`src/hdl/u16550_pkg.sv`:
```
// Package with shared types, constants and opcode names for the UART register block.
package u16550_pkg;

   localparam int FifoDepth = 16;
   localparam int PtrW = $clog2(FifoDepth);
   localparam int FillW = $clog2(FifoDepth + 1);
   localparam int QDepth = 2;

   typedef enum logic [1:0] {
      OP_READ  = 2'd0,
      OP_WRITE = 2'd1,
      OP_RXCH  = 2'd2,
      OP_TICK  = 2'd3
   } op_type;

   localparam logic [2:0] REG_RBR = 3'd0;
   localparam logic [2:0] REG_IER = 3'd1;
   localparam logic [2:0] REG_IIR = 3'd2;
   localparam logic [2:0] REG_LCR = 3'd3;
   localparam logic [2:0] REG_MCR = 3'd4;
   localparam logic [2:0] REG_LSR = 3'd5;
   localparam logic [2:0] REG_SCR = 3'd7;

   localparam logic [7:0] IIR_NONE = 8'h01;
   localparam logic [7:0] IIR_THRE = 8'h02;
   localparam logic [7:0] IIR_RDA  = 8'h04;
   localparam logic [7:0] IIR_LINE = 8'h06;

   typedef struct packed {
      logic [1:0] operation;
      logic [2:0] reg_offset;
      logic [7:0] write_data;
      logic [7:0] line_byte;
      logic       line_framing_error;
   } req_type;

   typedef struct packed {
      logic [7:0] read_data;
      logic       tx_valid;
      logic [7:0] tx_byte;
      logic       irq;
   } rsp_type;

   // Receive trigger level for a trigger code, saturated at the FIFO depth.
   function automatic logic [FillW-1:0] trig_level(input logic [1:0] code);
      int t;
      begin
         case (code)
            2'd0: t = 1;
            2'd1: t = 4;
            2'd2: t = 8;
            default: t = 14;
         endcase
         if (t > FifoDepth) t = FifoDepth;
         trig_level = FillW'(t);
      end
   endfunction

endpackage

```
`src/hdl/uart_16550_register_block_unit.sv`:
```
// Top level of the 16550-style UART register block.
// Each accepted word (register read, register write, received character or baud tick)
// produces exactly one result word. A word enters a front register, waits in a two-entry
// queue, and is executed by the register engine, so one word per clock is sustained
// unless the result side stalls; between acceptance and result lie the front register,
// the queue and the engine's output register. A character is sent after 160 times the
// divisor in baud ticks; irq reflects the state after each word, gated by MCR OUT2.
module uart_16550_register_block_unit (
   input  logic                 clock,
   input  logic                 reset,
   input  logic                 req_valid,
   output logic                 req_stall,
   input  u16550_pkg::req_type  req_word,
   output logic                 rsp_valid,
   input  logic                 rsp_stall,
   output u16550_pkg::rsp_type  rsp_word
);
   logic                f_valid, f_stall, q_valid, q_stall;
   u16550_pkg::req_type f_word, q_word;

   u16550_front u_front (
      .clock, .reset, .req_valid, .req_stall, .req_word,
      .out_valid(f_valid), .out_stall(f_stall), .out_word(f_word)
   );

   u16550_queue u_queue (
      .clock, .reset, .in_valid(f_valid), .in_stall(f_stall), .in_word(f_word),
      .out_valid(q_valid), .out_stall(q_stall), .out_word(q_word)
   );

   u16550_engine u_engine (
      .clock, .reset, .in_valid(q_valid), .in_stall(q_stall), .in_word(q_word),
      .rsp_valid, .rsp_stall, .rsp_word
   );
endmodule

```
`src/hdl/u16550_queue.sv`:
```
// Two-entry word queue between the front end and the register engine.
module u16550_queue (
   input  logic                 clock,
   input  logic                 reset,
   input  logic                 in_valid,
   output logic                 in_stall,
   input  u16550_pkg::req_type  in_word,
   output logic                 out_valid,
   input  logic                 out_stall,
   output u16550_pkg::req_type  out_word
);
   u16550_pkg::req_type mem_ff [u16550_pkg::QDepth];
   logic       wr_ptr_ff, wr_ptr_in, rd_ptr_ff, rd_ptr_in;
   logic [1:0] count_ff, count_in;
   logic       push, pop;

   assign in_stall  = (count_ff == 2'd2);
   assign out_valid = (count_ff != 2'd0);
   assign out_word  = mem_ff[rd_ptr_ff];
   assign push = in_valid && !in_stall;
   assign pop  = out_valid && !out_stall;

   // Pointer and count update.
   always_comb begin
      wr_ptr_in = push ? ~wr_ptr_ff : wr_ptr_ff;
      rd_ptr_in = pop ? ~rd_ptr_ff : rd_ptr_ff;
      count_in  = count_ff + 2'(push) - 2'(pop);
   end

   always_ff @(posedge clock) begin
      if (reset) begin
         wr_ptr_ff <= 1'b0;
         rd_ptr_ff <= 1'b0;
         count_ff  <= 2'd0;
      end else begin
         wr_ptr_ff <= wr_ptr_in;
         rd_ptr_ff <= rd_ptr_in;
         count_ff  <= count_in;
      end
   end

   always_ff @(posedge clock) begin
      if (push) mem_ff[wr_ptr_ff] <= in_word;
   end
endmodule

```
`src/hdl/u16550_front.sv`:
```
// Front end: registers incoming words and zeroes unused data and line fields.
module u16550_front (
   input  logic                 clock,
   input  logic                 reset,
   input  logic                 req_valid,
   output logic                 req_stall,
   input  u16550_pkg::req_type  req_word,
   output logic                 out_valid,
   input  logic                 out_stall,
   output u16550_pkg::req_type  out_word
);
   logic                valid_ff, valid_in;
   u16550_pkg::req_type word_ff, word_in;

   assign req_stall = valid_ff && out_stall;
   assign out_valid = valid_ff;
   assign out_word  = word_ff;

   // Classify: zero the write data and line fields an operation does not use.
   always_comb begin
      word_in = req_word;
      if (req_word.operation != u16550_pkg::OP_RXCH) begin
         word_in.line_byte = 8'd0;
         word_in.line_framing_error = 1'b0;
      end
      if (req_word.operation != u16550_pkg::OP_WRITE) word_in.write_data = 8'd0;
      valid_in = req_stall ? valid_ff : req_valid;
   end

   always_ff @(posedge clock) begin
      if (reset) valid_ff <= 1'b0;
      else valid_ff <= valid_in;
   end

   always_ff @(posedge clock) begin
      if (!req_stall) word_ff <= word_in;
   end
endmodule

```
`src/hdl/u16550_engine.sv`:
```
// Register engine: one word per cycle when not stalled; result held in an output register.
module u16550_engine (
   input  logic                 clock,
   input  logic                 reset,
   input  logic                 in_valid,
   output logic                 in_stall,
   input  u16550_pkg::req_type  in_word,
   output logic                 rsp_valid,
   input  logic                 rsp_stall,
   output u16550_pkg::rsp_type  rsp_word
);
   localparam int PW = u16550_pkg::PtrW;
   localparam int FW = u16550_pkg::FillW;
   localparam int Depth = u16550_pkg::FifoDepth;

   logic [15:0] dl_ff, dl_in;
   logic [3:0]  ier_ff, ier_in;
   logic [7:0]  lcr_ff, lcr_in;
   logic [4:0]  mcr_ff, mcr_in;
   logic [7:0]  scr_ff, scr_in;
   logic [2:0]  fcr_ff, fcr_in;
   logic [PW-1:0] rx_rp_ff, rx_rp_in, tx_rp_ff, tx_rp_in;
   logic [FW-1:0] rx_fill_ff, rx_fill_in, tx_fill_ff, tx_fill_in;
   logic        busy_ff, busy_in;
   logic [7:0]  sh_ff, sh_in;
   logic [23:0] tick_ff, tick_in;
   logic [23:0] limit_ff;
   logic        oe_ff, oe_in, fe_ff, fe_in, thre_ff, thre_in;
   logic [8:0]  rx_mem [Depth];
   logic [7:0]  tx_mem [Depth];
   logic        rv_ff, rv_in;
   u16550_pkg::rsp_type rsp_ff, rsp_in;

   logic          go, dlab, fen;
   logic [FW-1:0] cap;
   logic          rx_we, tx_we;
   logic [PW-1:0] rx_wa, tx_wa, rx_next;
   logic [8:0]    rx_wd;
   logic [7:0]    rd, iir;
   logic [7:0]    iir_out;

   assign in_stall  = rv_ff && rsp_stall;
   assign go        = in_valid && !in_stall;
   assign rsp_valid = rv_ff;
   assign rsp_word  = rsp_ff;
   assign dlab      = lcr_ff[7];
   assign fen       = fcr_ff[0];
   assign cap       = fen ? FW'(Depth) : FW'(1);
   assign rx_next   = rx_rp_ff + PW'(1);

   // Interrupt identification for a given state.
   function automatic logic [7:0] iir_of(input logic [3:0] ie, input logic oe,
         input logic fe, input logic [FW-1:0] fill, input logic [2:0] fc,
         input logic th);
      logic [FW-1:0] trg;
      begin
         trg = fc[0] ? u16550_pkg::trig_level(fc[2:1]) : FW'(1);
         if (ie[2] && (oe || fe)) iir_of = u16550_pkg::IIR_LINE;
         else if (ie[0] && fill >= trg) iir_of = u16550_pkg::IIR_RDA;
         else if (ie[1] && th) iir_of = u16550_pkg::IIR_THRE;
         else iir_of = u16550_pkg::IIR_NONE;
      end
   endfunction

   assign iir = iir_of(ier_ff, oe_ff, fe_ff, rx_fill_ff, fcr_ff, thre_ff);

   // Execute one word.
   always_comb begin
      dl_in = dl_ff; ier_in = ier_ff; lcr_in = lcr_ff; mcr_in = mcr_ff;
      scr_in = scr_ff; fcr_in = fcr_ff;
      rx_rp_in = rx_rp_ff; rx_fill_in = rx_fill_ff;
      tx_rp_in = tx_rp_ff; tx_fill_in = tx_fill_ff;
      busy_in = busy_ff; sh_in = sh_ff; tick_in = tick_ff;
      oe_in = oe_ff; fe_in = fe_ff; thre_in = thre_ff;
      rx_we = 1'b0; tx_we = 1'b0;
      rx_wa = rx_rp_ff + PW'(rx_fill_ff);
      tx_wa = tx_rp_ff + PW'(tx_fill_ff);
      rx_wd = {in_word.line_framing_error, in_word.line_byte};
      rd = 8'd0;
      rsp_in = '0;
      iir_out = 8'd0;
      if (go) begin
         unique case (u16550_pkg::op_type'(in_word.operation))
            u16550_pkg::OP_READ: begin
               case (in_word.reg_offset)
                  u16550_pkg::REG_RBR: begin
                     if (dlab) rd = dl_ff[7:0];
                     else if (rx_fill_ff != '0) begin
                        rd = rx_mem[rx_rp_ff][7:0];
                        rx_rp_in = rx_next;
                        rx_fill_in = rx_fill_ff - FW'(1);
                        if (rx_fill_in != '0 && rx_mem[rx_next][8]) fe_in = 1'b1;
                     end
                  end
                  u16550_pkg::REG_IER: rd = dlab ? dl_ff[15:8] : {4'd0, ier_ff};
                  u16550_pkg::REG_IIR: begin
                     if (iir == u16550_pkg::IIR_THRE) thre_in = 1'b0;
                     rd = iir | (fen ? 8'hC0 : 8'h00);
                  end
                  u16550_pkg::REG_LCR: rd = lcr_ff;
                  u16550_pkg::REG_MCR: rd = {3'd0, mcr_ff};
                  u16550_pkg::REG_LSR: begin
                     rd = {1'b0, (tx_fill_ff == '0) && !busy_ff, tx_fill_ff == '0,
                           1'b0, fe_ff, 1'b0, oe_ff, rx_fill_ff != '0};
                     oe_in = 1'b0; fe_in = 1'b0;
                  end
                  u16550_pkg::REG_SCR: rd = scr_ff;
                  default: rd = 8'd0;
               endcase
            end
            u16550_pkg::OP_WRITE: begin
               case (in_word.reg_offset)
                  u16550_pkg::REG_RBR: begin
                     if (dlab) dl_in[7:0] = in_word.write_data;
                     else begin
                        if (tx_fill_ff < cap) begin
                           tx_we = 1'b1;
                           tx_fill_in = tx_fill_ff + FW'(1);
                        end
                        thre_in = 1'b0;
                     end
                  end
                  u16550_pkg::REG_IER: begin
                     if (dlab) dl_in[15:8] = in_word.write_data;
                     else begin
                        if (in_word.write_data[1] && !ier_ff[1] && tx_fill_ff == '0)
                           thre_in = 1'b1;
                        ier_in = in_word.write_data[3:0];
                     end
                  end
                  u16550_pkg::REG_IIR: begin
                     if (in_word.write_data[0] != fen || in_word.write_data[1]) begin
                        rx_rp_in = '0; rx_fill_in = '0;
                     end
                     if (in_word.write_data[0] != fen || in_word.write_data[2]) begin
                        if (tx_fill_ff != '0) thre_in = 1'b1;
                        tx_rp_in = '0; tx_fill_in = '0;
                     end
                     fcr_in = {in_word.write_data[7:6], in_word.write_data[0]};
                  end
                  u16550_pkg::REG_LCR: lcr_in = in_word.write_data;
                  u16550_pkg::REG_MCR: mcr_in = in_word.write_data[4:0];
                  u16550_pkg::REG_SCR: scr_in = in_word.write_data;
                  default: ;
               endcase
            end
            u16550_pkg::OP_RXCH: begin
               if (rx_fill_ff < cap) begin
                  rx_we = 1'b1;
                  if (rx_fill_ff == '0 && in_word.line_framing_error) fe_in = 1'b1;
                  rx_fill_in = rx_fill_ff + FW'(1);
               end else begin
                  oe_in = 1'b1;
                  if (!fen) begin
                     rx_we = 1'b1;
                     rx_wa = rx_rp_ff;
                     if (in_word.line_framing_error) fe_in = 1'b1;
                  end
               end
            end
            u16550_pkg::OP_TICK: begin
               if (dl_ff != 16'd0) begin
                  if (busy_ff) begin
                     tick_in = tick_ff + 24'd1;
                     if (tick_in >= limit_ff) begin
                        rsp_in.tx_valid = 1'b1;
                        rsp_in.tx_byte = sh_ff;
                        busy_in = 1'b0;
                        tick_in = 24'd0;
                     end
                  end
                  if (!busy_in && tx_fill_ff != '0) begin
                     sh_in = tx_mem[tx_rp_ff];
                     tx_rp_in = tx_rp_ff + PW'(1);
                     tx_fill_in = tx_fill_ff - FW'(1);
                     busy_in = 1'b1;
                     tick_in = 24'd0;
                     if (tx_fill_in == '0) thre_in = 1'b1;
                  end
               end
            end
            default: ;
         endcase
         iir_out = iir_of(ier_in, oe_in, fe_in, rx_fill_in, fcr_in, thre_in);
         rsp_in.read_data = rd;
         rsp_in.irq = (iir_out != u16550_pkg::IIR_NONE) && mcr_in[3];
      end
      rv_in = go ? 1'b1 : (rv_ff && rsp_stall);
   end

   always_ff @(posedge clock) begin
      if (reset) begin
         dl_ff <= '0; ier_ff <= '0; lcr_ff <= '0; mcr_ff <= '0; scr_ff <= '0;
         fcr_ff <= '0; rx_rp_ff <= '0; rx_fill_ff <= '0; tx_rp_ff <= '0;
         tx_fill_ff <= '0; busy_ff <= 1'b0; sh_ff <= '0; tick_ff <= '0;
         oe_ff <= 1'b0; fe_ff <= 1'b0; thre_ff <= 1'b0; rv_ff <= 1'b0;
         limit_ff <= '0;
      end else begin
         dl_ff <= dl_in; ier_ff <= ier_in; lcr_ff <= lcr_in; mcr_ff <= mcr_in;
         scr_ff <= scr_in; fcr_ff <= fcr_in; rx_rp_ff <= rx_rp_in;
         rx_fill_ff <= rx_fill_in; tx_rp_ff <= tx_rp_in; tx_fill_ff <= tx_fill_in;
         busy_ff <= busy_in; sh_ff <= sh_in; tick_ff <= tick_in;
         oe_ff <= oe_in; fe_ff <= fe_in; thre_ff <= thre_in; rv_ff <= rv_in;
         // Character time: 160 times the divisor, as (dl << 7) + (dl << 5).
         limit_ff <= 24'({dl_in, 7'd0}) + 24'({dl_in, 5'd0});
      end
   end

   // Result register, held while stalled.
   always_ff @(posedge clock) begin
      if (go) rsp_ff <= rsp_in;
   end

   // FIFO storage.
   always_ff @(posedge clock) begin
      if (rx_we) rx_mem[rx_wa] <= rx_wd;
      if (tx_we) tx_mem[tx_wa] <= in_word.write_data;
   end
endmodule

```
`config.mk`:
```
export PLATFORM = sky130hd
export DESIGN_NAME = uart_16550_register_block_unit
export DESIGN_NICKNAME = d
export VERILOG_FILES = /design/src/hdl/u16550_pkg.sv /design/src/hdl/uart_16550_register_block_unit.sv /design/src/hdl/u16550_queue.sv /design/src/hdl/u16550_front.sv /design/src/hdl/u16550_engine.sv
export SDC_FILE = /design/constraint.sdc
export NUM_CORES = 1
export LEC_CHECK = 0
export BUFFER_PORTS_ARGS = -buffer_cell sky130_fd_sc_hd__buf_2
export CORE_UTILIZATION = 60
export CTS_CLUSTER_DIAMETER = 50
export DETAILED_ROUTE_END_ITERATION = 8
export MAX_ROUTING_LAYER = met4
export PLACE_DENSITY_LB_ADDON = 0.12
export SLEW_MARGIN = 20
export SYNTH_ARGS = -nofsm -noshare
export SYNTH_HDL_FRONTEND = slang
export SYNTH_SLANG_ARGS = --single-unit
```
`constraint.sdc`:
```
create_clock -name clock -period 5.45 [get_ports clock]
set_input_delay 0.545 -clock clock [delete_from_list [all_inputs] [get_ports clock]]
set_output_delay 0.545 -clock clock [all_outputs]
set_load 0.1 [all_outputs]
```
**Word-level counts from Yosys, hierarchy flattened**

Memory sizes are Yosys's and may differ from the RTL's. A register that Yosys moved wholly into a read port is not among the register bits.
Index checks and enable logic that the tools add are counted.

- Flip-flop bits (word level): 160
- RAM bits: 316
- Bits of input ports: 26
- Output and inout port bits: 20
- Memories: 3

Memories:

| memory | words | bits a word | rd ports | clocked after Yosys merged registers in | write ports | line | RTL |
|---|---|---|---|---|---|---|---|
| u_engine.rx_mem | 16 | 9 | 2 | 1 | 1 | u16550_engine.sv:29 | `logic [8:0] rx_mem [Depth];` |
| u_engine.tx_mem | 16 | 8 | 1 | 1 | 1 | u16550_engine.sv:30 | `logic [7:0] tx_mem [Depth];` |
| u_queue.mem_ff | 2 | 22 | 1 | 1 | 1 | u16550_queue.sv:12 | `u16550_pkg::req_type mem_ff [u16550_pkg::QDepth];` |

- $add $sub $neg: 12
- $lt $le $gt $ge: 7
- Equality and inequality tests: 35
- Mux-type cells: 124
- Bitwise operators: 3
- Reduce and logical (&&, ||, !) cells: 53

Operator list:

| kind | number |
|---|---|
| $mux W5 | 21 |
| $mux W8 | 13 |
| $mux W4 | 19 |
| $mux W24 | 3 |
| $pmux W8 S7 | 1 |
| $mux W1 | 46 |
| $gt A32 B6 Y1 const B | 1 |
| $mux W16 | 2 |
| $mux W32 | 1 |
| $add A23 B21 Y24 | 1 |
| $add A24 B1 Y24 const B | 1 |
| $ge A24 B24 Y1 | 1 |
| $pmux W4 S3 | 2 |
| $pmux W5 S2 | 2 |
| $logic_and A1 B1 Y1 | 17 |
| $ne A2 B1 Y1 const B | 8 |
| $pmux W4 S2 | 2 |
| $reduce_and A4 Y1 | 4 |
| $reduce_bool A16 Y1 | 1 |
| $logic_not A5 Y1 | 3 |
| $pmux W5 S3 | 1 |
| $reduce_and A3 Y1 | 5 |
| $reduce_bool A5 Y1 | 3 |
| $ne A2 B2 Y1 const B | 6 |
| other kinds (34) | 70 |

**Longest topological paths before layout**

Gate-level depths: netlist of the first run.

- Word-level depth: 21
- Mapped depth: 19

**Hierarchy**

Synthesis of the first run repeated with hierarchy kept, for this count alone.

- Cells, all modules: 1584
- Area total of the unflattened synthesis: 21618.2 µm²

By module, submodules not included:

| module | times used | cells an instance | area an instance (µm²) | sequential area each (µm²) |
|---|---|---|---|---|
| u16550_engine | 1 | 1441 | 18980.7 | 11110.7 |
| u16550_queue | 1 | 97 | 1818.0 | 1421.4 |
| u16550_front | 1 | 46 | 819.5 | 680.7 |

**Worst setup path after synthesis of the first run**

OpenSTA, ideal clock, no wires.

- Kind: reg-to-reg
- Start: register u_engine.rv_ff (netlist: u_engine.rsp_valid)
- End: register u_engine.limit_ff[21]
- Setup time: 0.128 ns
- Data arrival time: 4.062 ns
- Data required time: 5.322 ns
- Slack: 1.260 ns
- Stages on the path, launching flop included: 18
- Clock period less this slack: 4.190 ns
- Path through: dfxtp_1 > nand2_1 > o21ai_0 > nor3_2 > and3_1 > clkbuf_1 > clkbuf_1 > o21ai_0 > inv_1 > ha_1 > nand2_1 > o21bai_1 > a21boi_0 > o221a_2 > a41o_1 > o41ai_1 > xnor2_1 > nor2_1

- Word-level cells in the longest chain between the ends: 5

RTL lines:

| what | line | RTL |
|---|---|---|
| start: declaration | u16550_engine.sv:31 | `logic rv_ff, rv_in;` |
| start signal: assignment | u16550_engine.sv:203 | `oe_ff <= oe_in; fe_ff <= fe_in; thre_ff <= thre_in; rv_ff <= rv_in;` |
| $logic_and A1 B1 Y1 | u16550_engine.sv:42 | `assign in_stall = rv_ff && rsp_stall;` |
| $logic_not A1 Y1 | u16550_engine.sv:43 | `assign go = in_valid && !in_stall;` |
| $logic_and A1 B1 Y1 | u16550_engine.sv:43 |  |
| $mux W16 | u16550_engine.sv:82 | `if (go) begin` |
| via u_engine.dl_in[3] | u16550_engine.sv:16 | `logic [15:0] dl_ff, dl_in;` |
| $add A23 B21 Y24 | u16550_engine.sv:205 | `limit_ff <= 24'({dl_in, 7'd0}) + 24'({dl_in, 5'd0});` |
| end signal: assignment | u16550_engine.sv:205 |  |
| end: declaration | u16550_engine.sv:27 | `logic [23:0] limit_ff;` |

The timed path passes the listed nets, and every way through them passes these cells.
A chain may end at the register's enable or synchronous reset.

**Worst setup path after layout of the first run**

- Start: register u_engine.tick_ff[2]
- End: register u_engine.tick_ff[7]

- Word-level cells in the longest chain between the ends: 11
- Elaborated cells on any way between the ends: 14

RTL lines:

| what | line | RTL |
|---|---|---|
| start: declaration | u16550_engine.sv:26 | `logic [23:0] tick_ff, tick_in;` |
| start signal: assignment | u16550_engine.sv:202 | `busy_ff <= busy_in; sh_ff <= sh_in; tick_ff <= tick_in;` |
| $add A24 B1 Y24 * | u16550_engine.sv:164 | `tick_in = tick_ff + 24'd1;` |
| $ge A24 B24 Y1 | u16550_engine.sv:165 | `if (tick_in >= limit_ff) begin` |
| $mux W1 | u16550_engine.sv:165 |  |
| $mux W1 | u16550_engine.sv:163 | `if (busy_ff) begin` |
| $mux W1 | u16550_engine.sv:162 | `if (dl_ff != 16'd0) begin` |
| $mux W1 | u16550_engine.sv:83 | `unique case (u16550_pkg::op_type'(in_word.operation))` |
| $mux W1 | u16550_engine.sv:82 |  |
| $logic_not A1 Y1 | u16550_engine.sv:172 | `if (!busy_in && tx_fill_ff != '0) begin` |
| $logic_and A1 B1 Y1 | u16550_engine.sv:172 |  |
| $reduce_bool A2 Y1 (no line) | - |  |
| $reduce_and A4 Y1 (no line) | - |  |

Every way passes the cells marked *; elsewhere a longest branch is shown, timed or not. The select of a mux whose other input is x is not followed.

==> results of run 1 <==
## cells by family (layout without fill, tap and decap cells)
logic type | after synthesis | in the layout
and+or+nand+nor | 479 | 479
muxes | 121 | 121
DFF | 482 | 482
adders and majority gates | 63 | 63
xor gates and xnor gates | 50 | 50
buffers and inverters | 125 | 219
AOI/OAI and AO/OA | 294 | 294
## Yosys cell counts, drive strengths merged (8+ instances only)
| cell | instances |
|---|---|
| inv | 52 |
| mux2 | 12 |
| a32oi | 8 |
| xnor2 | 25 |
| dfxtp | 126 |
| a22oi | 9 |
| nand4 | 13 |
| nor3 | 20 |
| ha | 60 |
| buf | 22 |
| and2 | 30 |
| nand2b | 9 |
| clkbuf | 51 |
| nor2b | 40 |
| xor2 | 25 |
| a22o | 8 |
| a21o | 12 |
| a21oi | 94 |
| edfxtp | 356 |
| nor2 | 180 |
| or3 | 15 |
| nand3b | 8 |
| mux4 | 86 |
| and3 | 19 |
| a211oi | 37 |
| a31oi | 12 |
| nand3 | 30 |
| mux2i | 23 |
| o21ai | 60 |
| nand2 | 98 |
## layout make-up
class                           instances  area, um^2  area share [%]
Clock buffer                           58        1320            5.54
Clock inverter                         37         358            1.50
Inverter                               52         195           0.817
Multi-Input combinational cell       1007        7800            32.6
Sequential cell                       482       13200            55.3
Tap cell                              455         569            2.38
Timing Repair Buffer                   72         430            1.80
## through the flow
stage          total power [mW]  area [um^2]  util, %
3_5_place_dp               6.32        22200     63.6
6_report                   9.72        23900     68.5
3_3_place_gp               6.27        22200     63.6
5_1_grt                    10.1        23900     68.5
2_1_floorplan              5.80        21500        -
4_1_cts                    9.75        23900     68.4
## per-layer routing
metal / vias to the layer above / wire, um / global-route usage (%) / share of wire [%]
li1: 6226 / - / - / -
met1: 6527 / 20200 / 37.0 / 43
met2: 479 / 22100 / 42.4 / 47
met3: 88 / 3110 / 4.75 / 6.7
met4: 0 / 1220 / 7.88 / 2.6
met5: - / 0 / - / 0
## report_power, final
group	total (mW)	switching, mW	internal, mW
Clock	3.44	1.44	2.00
Sequential	4.43	0.146	4.28
Combinational	1.85	1.33	0.514
Total	9.72	2.92	6.80
## worst paths after layout
path / from / slack, ns / endpoint / cells after the start
setup / recovery: u_engine.tick_ff[2]$_SDFFE_PP0P_ / 0.43 / u_engine.tick_ff[7]$_SDFFE_PP0P_ / 13
hold / removal: req_word[19] / 0.13 / u_front.out_word[19]$_DFFE_PN_ / 1
setup reg to reg: u_engine.tick_ff[2]$_SDFFE_PP0P_ / 0.43 / u_engine.tick_ff[7]$_SDFFE_PP0P_ / 13
hold reg to reg: u_front.out_word[11]$_SDFFCE_PP0N_ / 0.44 / u_queue.mem_ff[1][11]$_DFFE_PP_ / 0
## flip-flops by register name, indices dropped and copies added, names as in the netlist, 4 cells and up, named ones only
register	cells
u_engine.sh_ff	8
u_engine.rx_rp_ff	4
u_engine.scr_ff	8
u_front.out_word	22
u_queue.mem_ff	44
u_engine.rx_fill_ff	5
u_engine.dl_ff	16
u_engine.tick_ff	24
u_engine.rx_mem	144
u_engine.rsp_word	18
u_engine.lcr_ff	8
u_engine.mcr_ff	5
u_engine.tx_rp_ff	4
u_engine.ier_ff	4
u_engine.tx_fill_ff	5
u_engine.limit_ff	17
u_engine.tx_mem	128
## critical path, stage by stage, from the launching register on
cell and delay [ns]:
dfxtp_1 0.40, nand3_1 0.14, nor3_1 0.41, and2_1 0.28, nand4_1 0.34, nor3_1 0.33, xor2_1 0.24, ha_1 0.30
a21oi_1 0.15, a21oi_1 0.08, a211oi_1 0.82, nand4_1 0.70, or4_1 0.60, a21oi_1 0.14
==> results by group, run 1 <==
Run status
  • Outcome: finished, final reports clean

STA
  • Max-slew headroom: a little under a quarter
  • Final setup TNS: 0 ns
  • Clock Skews: between 0.02 and 0.03 ns
  • Fin worst setup slack: 0.429 ns
  • Fin Hold WS: 0.130 ns
  • Fin. Hold Viols: 0
  • Slew Limit Fails: 0
  • Final setup violation count: 0
  • RSZ-0062 raised after global routing: false
  • Worst-Margin Slew: between 1 and 1.5 ns
  • Final Cycle Share: a little over 90%
  • Min cycle time layout: approximately 5 ns
  • Highest clock rate: ~200 MHz

Placement
  • DPL Wire Length: around 31 mm
  • Placed Cells: roughly 2100
  • Placement Setup Slack: 0.505 ns
  • Routability cong.: between 0.8 and 0.9
  • IO buf count: 45

Power and ir drop
  • Pwr/cell area: 407 nW/um^2
  • Pleak: between 8 and 9 nW
  • VDD IR max: between 0.3 and 0.4 mV

Detailed routing
  • Drt drc: 0
  • Via density: 6.16
  • Iter 0 DRT Violations: 1260
  • WL per Instance: approximately 22 um
  • Initial DRT Pass Iterations: 5
  • Final WL: roughly 47 mm
  • Post-route ant nets: 0
  • Via count: about 13000

Synthesis
  • Netlist cell types: 72
  • Mean Syn Cell Area: 13.3 um^2
  • Area leader, netlist: edfxtp_1
  • Compound-cell area share of the yosys netlist: 8.96%
  • Yosys warning total: 0
  • Share of flip-flops with an asynchronous set or reset: 0%
  • FF+latch count, synth: 482
  • Mapped Cells: 1614
  • Synth Area in Simple Gates: a little over a tenth
  • Post-Syn Nets: between 1500 and 2000
  • Fraction of the yosys area taken by sequential cells: roughly three fifths
  • XOR/XNOR Fraction of Synth Area: 2.04%
  • Largest family of logic cells by synthesized area: multiplexers
  • Post-synth EDFFs: between 300 and 400
  • Synth top area share: between 40% and 50%
  • Mux cell area share after synthesis: ~11%
  • Synthesized area: approximately 21000 um^2
  • Ranking of synthesized cells by area: edfxtp_1 50%, dfxtp_1 12%, mux4_2 9.0%, ha_1 3.5%, nor2_1 3.1%
  • Most common flop cell mapped by yosys: edfxtp_1
  • Post-Synth Adder-Cell Area: about 3.8%

Hold path
  • Min-delay worst type: in -> reg

Flow run
  • Max cap viols: 0

Floorplan
  • Die height: ~190 um
  • Core area: between 30000 and 40000 um^2
  • Die area: 36600 um^2
  • Die width: 191 um
  • Ports: 46
  • Initial Utilization: around 60%
  • Rows: 68

Worst setup path
  • CP required: approximately 6 ns
  • Worst setup EP type: register
  • Maximum fanout along the worst path: 13
  • Startpoint types: register
  • Critical setup path kind: reg -> reg
  • WP data arrival: between 5 and 6 ns

Global routing
  • Vias in the first global route: about 13000
  • Initial antenna violation count: 0
  • Largest net degree at the start of global routing: 81
  • GRT overflow: 0
  • First-pass GRT wire length: 72.8 mm
  • Gr usage total: between 20% and 30%

Final layout
  • Final #Nets: between 1500 and 2000
  • Fraction of layout cells with a size suffix above 1: ~16%
  • Fill cells: 2458
  • Syn-to-layout area delta: 11.1%
  • Ant. Diodes: 0
  • Final std cells w/o fill: 2163
  • Commonest cells after routing, fill and taps aside: 356 x edfxtp_1, 174 x nor2_1, 123 x dfxtp_1, 97 x nand2_1, 94 x a21oi_1
  • Commonest non-fill, non-tap cell in the layout: edfxtp_1

Clock tree
  • Skew-Pair Late Insertion Delay: around 0.6 ns
  • Clk root buf: clkbuf_16
  • CTS Buf Count: 52
  • Post_cts resized: 0
  • CTS tree: yes
  • Clock slew seen by the registers of the worst setup and hold paths: around 0.06 ns
  • # Post-CTS Setup Buffers: 0
  • Post-CTS Hold Buffers: 0
  • Clock sinks: 482
  • H-Tree Depth: 2
  • CTS max path bufs: 3
(Power assumes the default switching activity.)
==> inputs of run 2 (changes only) <==
Settings changed: ABC_CLOCK_PERIOD_IN_PS from default to 5450, CORE_MARGIN from default to 1, SETUP_SLACK_MARGIN from default to 0.5.
==> run 2 against run 1 <==
Net effect: via count grew 0.48%; critical path type unchanged; combinational power is essentially flat; cell count is the same; sequential share of layout area is essentially flat; global-route usage is the same; clock power is essentially flat; core utilization is essentially flat; power is essentially flat; clock skew shrank 0.00055 ns; register-to-register slack gained 0.39 ns; critical path depth grew 2; largest power group unchanged; first-iteration DRC count grew 7.8%.
==> results by group, run 2 (synthesized netlist as in run 1, its figures left out) <==
Run status
  • Outcome: finished, final reports clean

Global routing
  • Initial antenna violation count: 0 (unchanged)
  • GR peak layer: met2
  • M1 GR Usage: 37.0% (unchanged)
  • GRT overflow: 0 (unchanged)
  • First-pass GRT wire length: 72.8 mm (unchanged)
  • Largest net degree at the start of global routing: 81 (unchanged)
  • Vias in the first global route: 12878 (unchanged)
  • Met2 Use GR: 42.4% (unchanged)
  • Gr usage total: 27.2% (unchanged)
  • M3 GR Usage: 4.75% (unchanged)

Final layout
  • Finished Core Util: 68.5% (about the same)
  • Biggest register: u_engine.rx_mem
  • Final std cells w/o fill: 2163 (unchanged)
  • Ant. Diodes: 0 (unchanged)
  • Fraction of layout cells with a size suffix above 1: 16.2% (+0.18 points)
  • Final #Nets: 1756 (unchanged)
  • Commonest cells after routing, fill and taps aside: 356 x edfxtp_1, 174 x nor2_1, 123 x dfxtp_1, 97 x nand2_1, 94 x a21oi_1
  • Largest regs: u_engine.rx_mem: 144 flops, u_engine.tx_mem: 128 flops, u_queue.mem_ff: 44 flops
  • Max FFs per register: 144 (unchanged)
  • Register Area: 13200 um^2 (unchanged)
  • Multi-input logic area: 7810 um^2 (+0.14%)
  • Fill cells: 2455 (-0.12%)
  • Syn-to-layout area delta: 11.2% (about the same)
  • Commonest non-fill, non-tap cell in the layout: edfxtp_1

Floorplan
  • Core area: 34900 um^2 (unchanged)
  • Die area: 36600 um^2 (unchanged)
  • Initial Utilization: 61.6% (unchanged)
  • Die width: 191 um (unchanged)
  • Die height: 191 um (unchanged)
  • Ports: 46 (unchanged)
  • Rows: 68 (unchanged)

STA
  • Final setup TNS: 0 ns (unchanged)
  • Min cycle time layout: 4.63 ns (-0.390 ns)
  • Highest clock rate: 216 MHz (+8.4%)
  • Final setup violation count: 0 (unchanged)
  • Slew Limit Fails: 0 (unchanged)
  • Fin. Hold Viols: 0 (unchanged)
  • Fin Hold WS: 0.131 ns (+0.000756 ns)
  • RSZ-0062 raised after global routing: true
  • Worst-Margin Slew: 1.15 ns (-0.00502 ns)
  • Max-slew headroom: 23.2% (+0.34 points)
  • Clock Skews: 0.0269 ns (-0.000546 ns)
  • Final Cycle Share: 85.0% (-7.2 points)

Clock tree
  • Clock slew seen by the registers of the worst setup and hold paths: 0.06 ns (about the same)
  • Skew-Pair Late Insertion Delay: 0.61 ns (about the same)
  • H-Tree Depth: 2 (unchanged)
  • CTS Buf Count: 52 (unchanged)
  • Post_cts resized: 1 (+1)
  • CTS tree: yes
  • Clock sinks: 482 (unchanged)
  • CTS max path bufs: 3 (unchanged)
  • Clk root buf: clkbuf_16
  • # Post-CTS Setup Buffers: 0 (unchanged)
  • Post-CTS Hold Buffers: 0 (unchanged)

Detailed routing
  • Via density: 6.19 (+0.48%)
  • WL per Instance: 21.6 um (+0.21%)
  • Final WL: 46.7 mm (+0.21%)
  • Post-route ant nets: 0 (unchanged)
  • Drt drc: 0 (unchanged)
  • Iter 0 DRT Violations: 1358 (+7.8%)
  • Initial DRT Pass Iterations: 5 (unchanged)
  • Via count: 13384 (+0.48%)

Flow run
  • Max cap viols: 0 (unchanged)

Placement
  • IO buf count: 45 (unchanged)
  • DPL Wire Length: 30.6 mm (unchanged)
  • Placed Cells: 2068 (unchanged)
  • Routability cong.: 0.893 (unchanged)

Worst setup path
  • WP data arrival: 5.07 ns (-0.48 ns)
  • CP required: 5.89 ns (-0.09 ns)
  • Critical setup path kind: reg -> reg
  • Worst setup EP type: register
  • Maximum fanout along the worst path: 7 (-6)
  • Startpoint types: register

Power and ir drop
  • Pleak: 8.22 nW (about the same)
  • Pwr/cell area: 407 nW/um^2 (about the same)
  • VDD IR max: 0.378 mV (about the same)

Hold path
  • Min-delay worst type: in -> reg
[run 2: stage by stage]
stage               area [um^2]  setup WS, ns  power [mW]
finish                    23900         0.819        9.72
global route              23900         0.472        10.1
CTS                       23900         0.790        9.75
detailed placement        22200         0.505        6.32
global placement          22200         0.798        6.27
floorplan                 21500          1.26        5.80
[run 2: final timing paths]
path,end,slack [ns],cells past startpoint,start
worst min-delay path,u_front.out_word[19]$_DFFE_PN_,0.13,1,req_word[19]
worst max register to register,u_engine.rsp_word[0]$_DFFE_PP_,0.82,15,u_engine.tick_ff[0]$_SDFFE_PP0P_
worst min register to register,u_queue.mem_ff[1][11]$_DFFE_PP_,0.44,0,u_front.out_word[11]$_SDFFCE_PP0N_
worst max-delay path,u_engine.rsp_word[0]$_DFFE_PP_,0.82,15,u_engine.tick_ff[0]$_SDFFE_PP0P_
[run 2: area by class of cell]
class                      count  area share (%)
timing repair buffer          72            1.80
inverter                      52           0.817
clock inverter                37            1.50
clock buffer                  58            5.54
tap                          455            2.38
sequential                   482            55.3
multi-input combinational   1007            32.7
[run 2: critical path, cell delays in order (launching register included)]
cell	delay, ns
dfxtp_1	0.39
ha_1	0.24
and3_1	0.22
and3_1	0.27
nand3_1	0.24
nor2_1	0.40
nand4_1	0.18
xnor2_1	0.17
ha_1	0.30
nand4_1	0.14
a2111oi_0	0.60
o21ai_1	0.38
a31oi_1	0.39
a211oi_1	0.13
a211o_1	0.28
a31oi_1	0.16
[run 2: where the power goes]
part	total, mW	internal [mW]	switching [mW]
registers	4.43	4.28	0.147
clock network	3.44	2.00	1.44
logic	1.85	0.514	1.33
total	9.72	6.80	2.92
[run 2: layer usage]
| layer | wire length [um] | vias up |
|---|---|---|
| met5 | 0 | - |
| met4 | 1130 | 0 |
| met3 | 3350 | 73 |
| met2 | 22100 | 521 |
| met1 | 20100 | 6562 |
| li1 | - | 6228 |
==> inputs of run 3 (changes only) <==
Settings changed: ABC_AREA from default to 1, ABC_CLOCK_PERIOD_IN_PS 5450 to 4100, CORE_UTILIZATION 60 to 57.
Clock period 5.45 ns to 4.1 ns, I/O delays scaled along.
==> run 3 against run 2 <==
Net effect: sequential share of layout area shrank 2.4 points; routed wire length up 15%; highest routed layer unchanged; die area grew 8.0%; largest cell class unchanged; design area up 4.6%.
==> results by group, run 3 <==
Synthesis
  • Post-synth EDFFs: 356 (unchanged)
  • Synthesized area: 22100 um^2 (+2.7%)
  • Mean Syn Cell Area: 9.86 um^2 (-26%)
  • Share of flip-flops with an asynchronous set or reset: 0% (unchanged)
  • FF+latch count, synth: 482 (unchanged)
  • Most common flop cell mapped by yosys: edfxtp_1
  • Yosys warning total: 0 (unchanged)
  • Fraction of the yosys area taken by sequential cells: 59.9% (-1.6 points)
  • Post-synth top cells: 356 x edfxtp_1, 351 x nand2_1, 302 x nor2_1
  • Cell with the most instances after synthesis: edfxtp_1
  • Area leader, netlist: edfxtp_1
  • Post-Syn Nets: 2328 (+37%)
  • Ranking of synthesized cells by area: edfxtp_1 48%, dfxtp_1 11%, nand2_1 6.0%, nor2_1 5.1%, o21ai_0 4.7%
  • Synth top area share: 48.4% (-1.3 points)
  • Mapped Cells: 2239 (+39%)
  • Netlist cell types: 60 (-17%)

Clock tree
  • Clock slew seen by the registers of the worst setup and hold paths: 0.06 ns (about the same)
  • CTS tree: yes
  • CTS Buf Count: 52 (unchanged)
  • Clk root buf: clkbuf_16
  • Clock sinks: 482 (unchanged)
  • CTS max path bufs: 3 (unchanged)
  • Skew-Pair Late Insertion Delay: 0.60 ns (about the same)
  • H-Tree Depth: 2 (unchanged)

Run status
  • Outcome: finished, final reports clean

Final layout
  • Biggest register: u_engine.rx_mem
  • Syn-to-layout area delta: 13.2%
  • Final std cells w/o fill: 2868 (+33%)
  • Fraction of layout cells with a size suffix above 1: 11.9% (-4.3 points)
  • Commonest cells after routing, fill and taps aside: 356 x edfxtp_1, 348 x nand2_1, 295 x nor2_1, 211 x inv_1, 199 x o21ai_0
  • Finished Core Util: 66.1% (-2.5 points)
  • Post-route cell area: 25000 um^2 (+4.6%)
  • Largest regs: u_engine.rx_mem: 144 flops, u_engine.tx_mem: 128 flops, u_queue.mem_ff: 44 flops
  • Max FFs per register: 144 (unchanged)
  • Final #Nets: 2405 (+37%)
  • Ant. Diodes: 0 (unchanged)
  • Commonest non-fill, non-tap cell in the layout: edfxtp_1

Global routing
  • Vias in the first global route: 15450 (+20%)
  • Largest net degree at the start of global routing: 70 (-14%)
  • GRT overflow: 0 (unchanged)
  • First-pass GRT wire length: 83.6 mm (+15%)
  • Gr usage total: 28.4% (+1.2 points)
  • Initial antenna violation count: 0 (unchanged)

STA
  • Slew Limit Fails: 0 (unchanged)
  • Final setup TNS: 0 ns (unchanged)
  • Clock Skews: 0.0222 ns (-0.00471 ns)
  • Final setup violation count: 0 (unchanged)
  • Fin Hold WS: 0.0258 ns (-0.105 ns)
  • Fin worst setup slack: 0.721 ns (-0.0981 ns)
  • Max-slew headroom: 28.5% (+5.3 points)
  • Worst-Margin Slew: 1.07 ns (-0.0763 ns)
  • Min cycle time layout: 3.38 ns (-1.25 ns)
  • RSZ-0062 raised after global routing: true
  • Final Cycle Share: 82.4% (-2.6 points)
  • Fin. Hold Viols: 0 (unchanged)
  • Highest clock rate: 296 MHz (+37%)

Placement
  • IO buf count: 45 (unchanged)
  • Placed Cells: 2758 (+33%)
  • Routability cong.: 0.941 (+5.3%)
  • Cell Area, Placed: 23000 um^2 (+3.5%)
  • Placement Setup Slack: 0.239 ns (-0.266 ns)
  • DPL Wire Length: 35.2 mm (+15%)

Detailed routing
  • Via density: 5.68 (-8.2%)
  • WL per Instance: 18.7 um (-13%)
  • Initial DRT Pass Iterations: 6 (+1)
  • Via count: 16290 (+22%)
  • Iter 0 DRT Violations: 1380 (+1.6%)
  • Final WL: 53.7 mm (+15%)
  • Post-route ant nets: 0 (unchanged)
  • Drt drc: 0 (unchanged)

Floorplan
  • Initial Utilization: 58.3% (-3.3 points)
  • Die width: 199 um (+3.9%)
  • Core area: 37800 um^2 (+8.5%)
  • Die area: 39500 um^2 (+8.0%)
  • Ports: 46 (unchanged)
  • Die height: 199 um (+3.9%)
  • Rows: 71 (+4.4%)

Flow run
  • Max cap viols: 0 (unchanged)

Power and ir drop
  • Pleak: 9.67 nW (+18%)
  • VDD IR max: 0.424 mV (+12%)
  • Tot Pwr: 15.4 mW (+58%)
  • Pwr/cell area: 614 nW/um^2 (+51%)

Worst setup path
  • Cells along the critical path: ha_2 -> nand3_1 -> nor2_2 -> nand3_2 -> nor2_4 -> nand4_1 -> xor2_1 -> inv_1 -> ha_1 -> nand2_1 -> nor2_2 -> and2_1 -> nand2_1 -> nor2_1 -> nor2_1 -> nand4_2 -> nand4_1 -> nand3_1 -> nand2_1 -> a21oi_1
  • CP required: 4.44 ns (-1.45 ns)
  • WP data arrival: 3.72 ns (-1.35 ns)
  • Most used cell, CP: nand2_1
  • Critical path's slowest cell: dfxtp_2
  • Worst setup EP type: register
  • Maximum fanout along the worst path: 6 (-1)
  • Critical setup path kind: reg -> reg
  • Max incr delay on CP: 0.38 ns (-0.22 ns)
  • Startpoint types: register
  • Reg2reg path depth: 20 (+5)

Hold path
  • Min-delay worst type: in -> reg
  • Hold path depth: 1 (unchanged)
run 3: cell types whose count changed after synthesis, sizes merged, moves of 19 or more:
cell | previous run | this run
a21oi | 94 | 127
nand3 | 30 | 124
inv | 52 | 228
and2 | 30 | 3
o21ai | 60 | 229
mux4 | 86 | 0
mux2i | 23 | 3
nor2b | 40 | 1
and3 | 19 | 0
nor2 | 180 | 312
o221ai | 4 | 45
nand2 | 98 | 366
o211ai | 2 | 25
a211oi | 37 | 7
run 3: kinds of logic after synthesis:
kind of cell             Yosys count  share of synthesized area [%]
flip-flops                       482                           59.9
AND/OR/NAND/NOR                  856                           16.7
AO/OA/AOI/OAI                    481                           12.6
XOR/XNOR                          34                           1.35
buffers and inverters            320                           5.74
multiplexers                       3                          0.136
adder cells (fa/ha/maj)           63                           3.67
run 3: cell type report:
cell class	instances	area, um^2
multi-input cells	1438	7730
flip-flops and latches	482	13200
well taps	511	639
clock buffers	65	1410
fillers	3084	12800
inverters	233	886
clock inverters	30	344
repair buffers	109	756
run 3: layer usage:
layer / vias up / share of wire (%) / track usage, %
met4: 0 / 2.9 / 10.3
met5: - / 0 / -
met3: 112 / 6.4 / 3.27
met2: 562 / 48 / 44.7
li1: 7923 / - / -
met1: 7693 / 43 / 38.1
run 3: final timing paths:
path / startpoint / endpoint / slack, ns
setup reg to reg: u_engine.tick_ff[0]$_SDFFE_PP0P_ / u_engine.rsp_word[0]$_DFFE_PP_ / 0.72
hold reg to reg: u_front.out_word[5]$_SDFFCE_PP0N_ / u_queue.mem_ff[1][5]$_DFFE_PP_ / 0.44
hold / removal: req_word[18] / u_front.out_word[18]$_DFFE_PN_ / 0.03
setup / recovery: u_engine.tick_ff[0]$_SDFFE_PP0P_ / u_engine.rsp_word[0]$_DFFE_PP_ / 0.72
run 3: timing repair:
item,in CTS,in global routing
buffers inserted,3,7
endpoints found under the setup margin,54,60
hold endpoints to repair,4,0
pin swaps,1,6
gates cloned,1,0
hold buffers,4,0
gates resized for setup,10,37
run 3: report_power, final:
group | switching (mW) | internal (mW) | total [mW]
Sequential | 0.228 | 5.96 | 6.19
Clock | 1.93 | 2.84 | 4.77
Combinational | 3.36 | 1.03 | 4.40
Total | 5.52 | 9.83 | 15.4
run 3: critical path: cells and delay by family, from the launching register on:
| family | cells | cell delay, ns |
|---|---|---|
| buf+inv | 1 | 0.08 |
| simple gates | 15 | 1.97 |
| xor+xnor | 1 | 0.15 |
| compound gates | 1 | 0.06 |
| flops | 1 | 0.38 |
| fa+ha+maj | 2 | 0.51 |
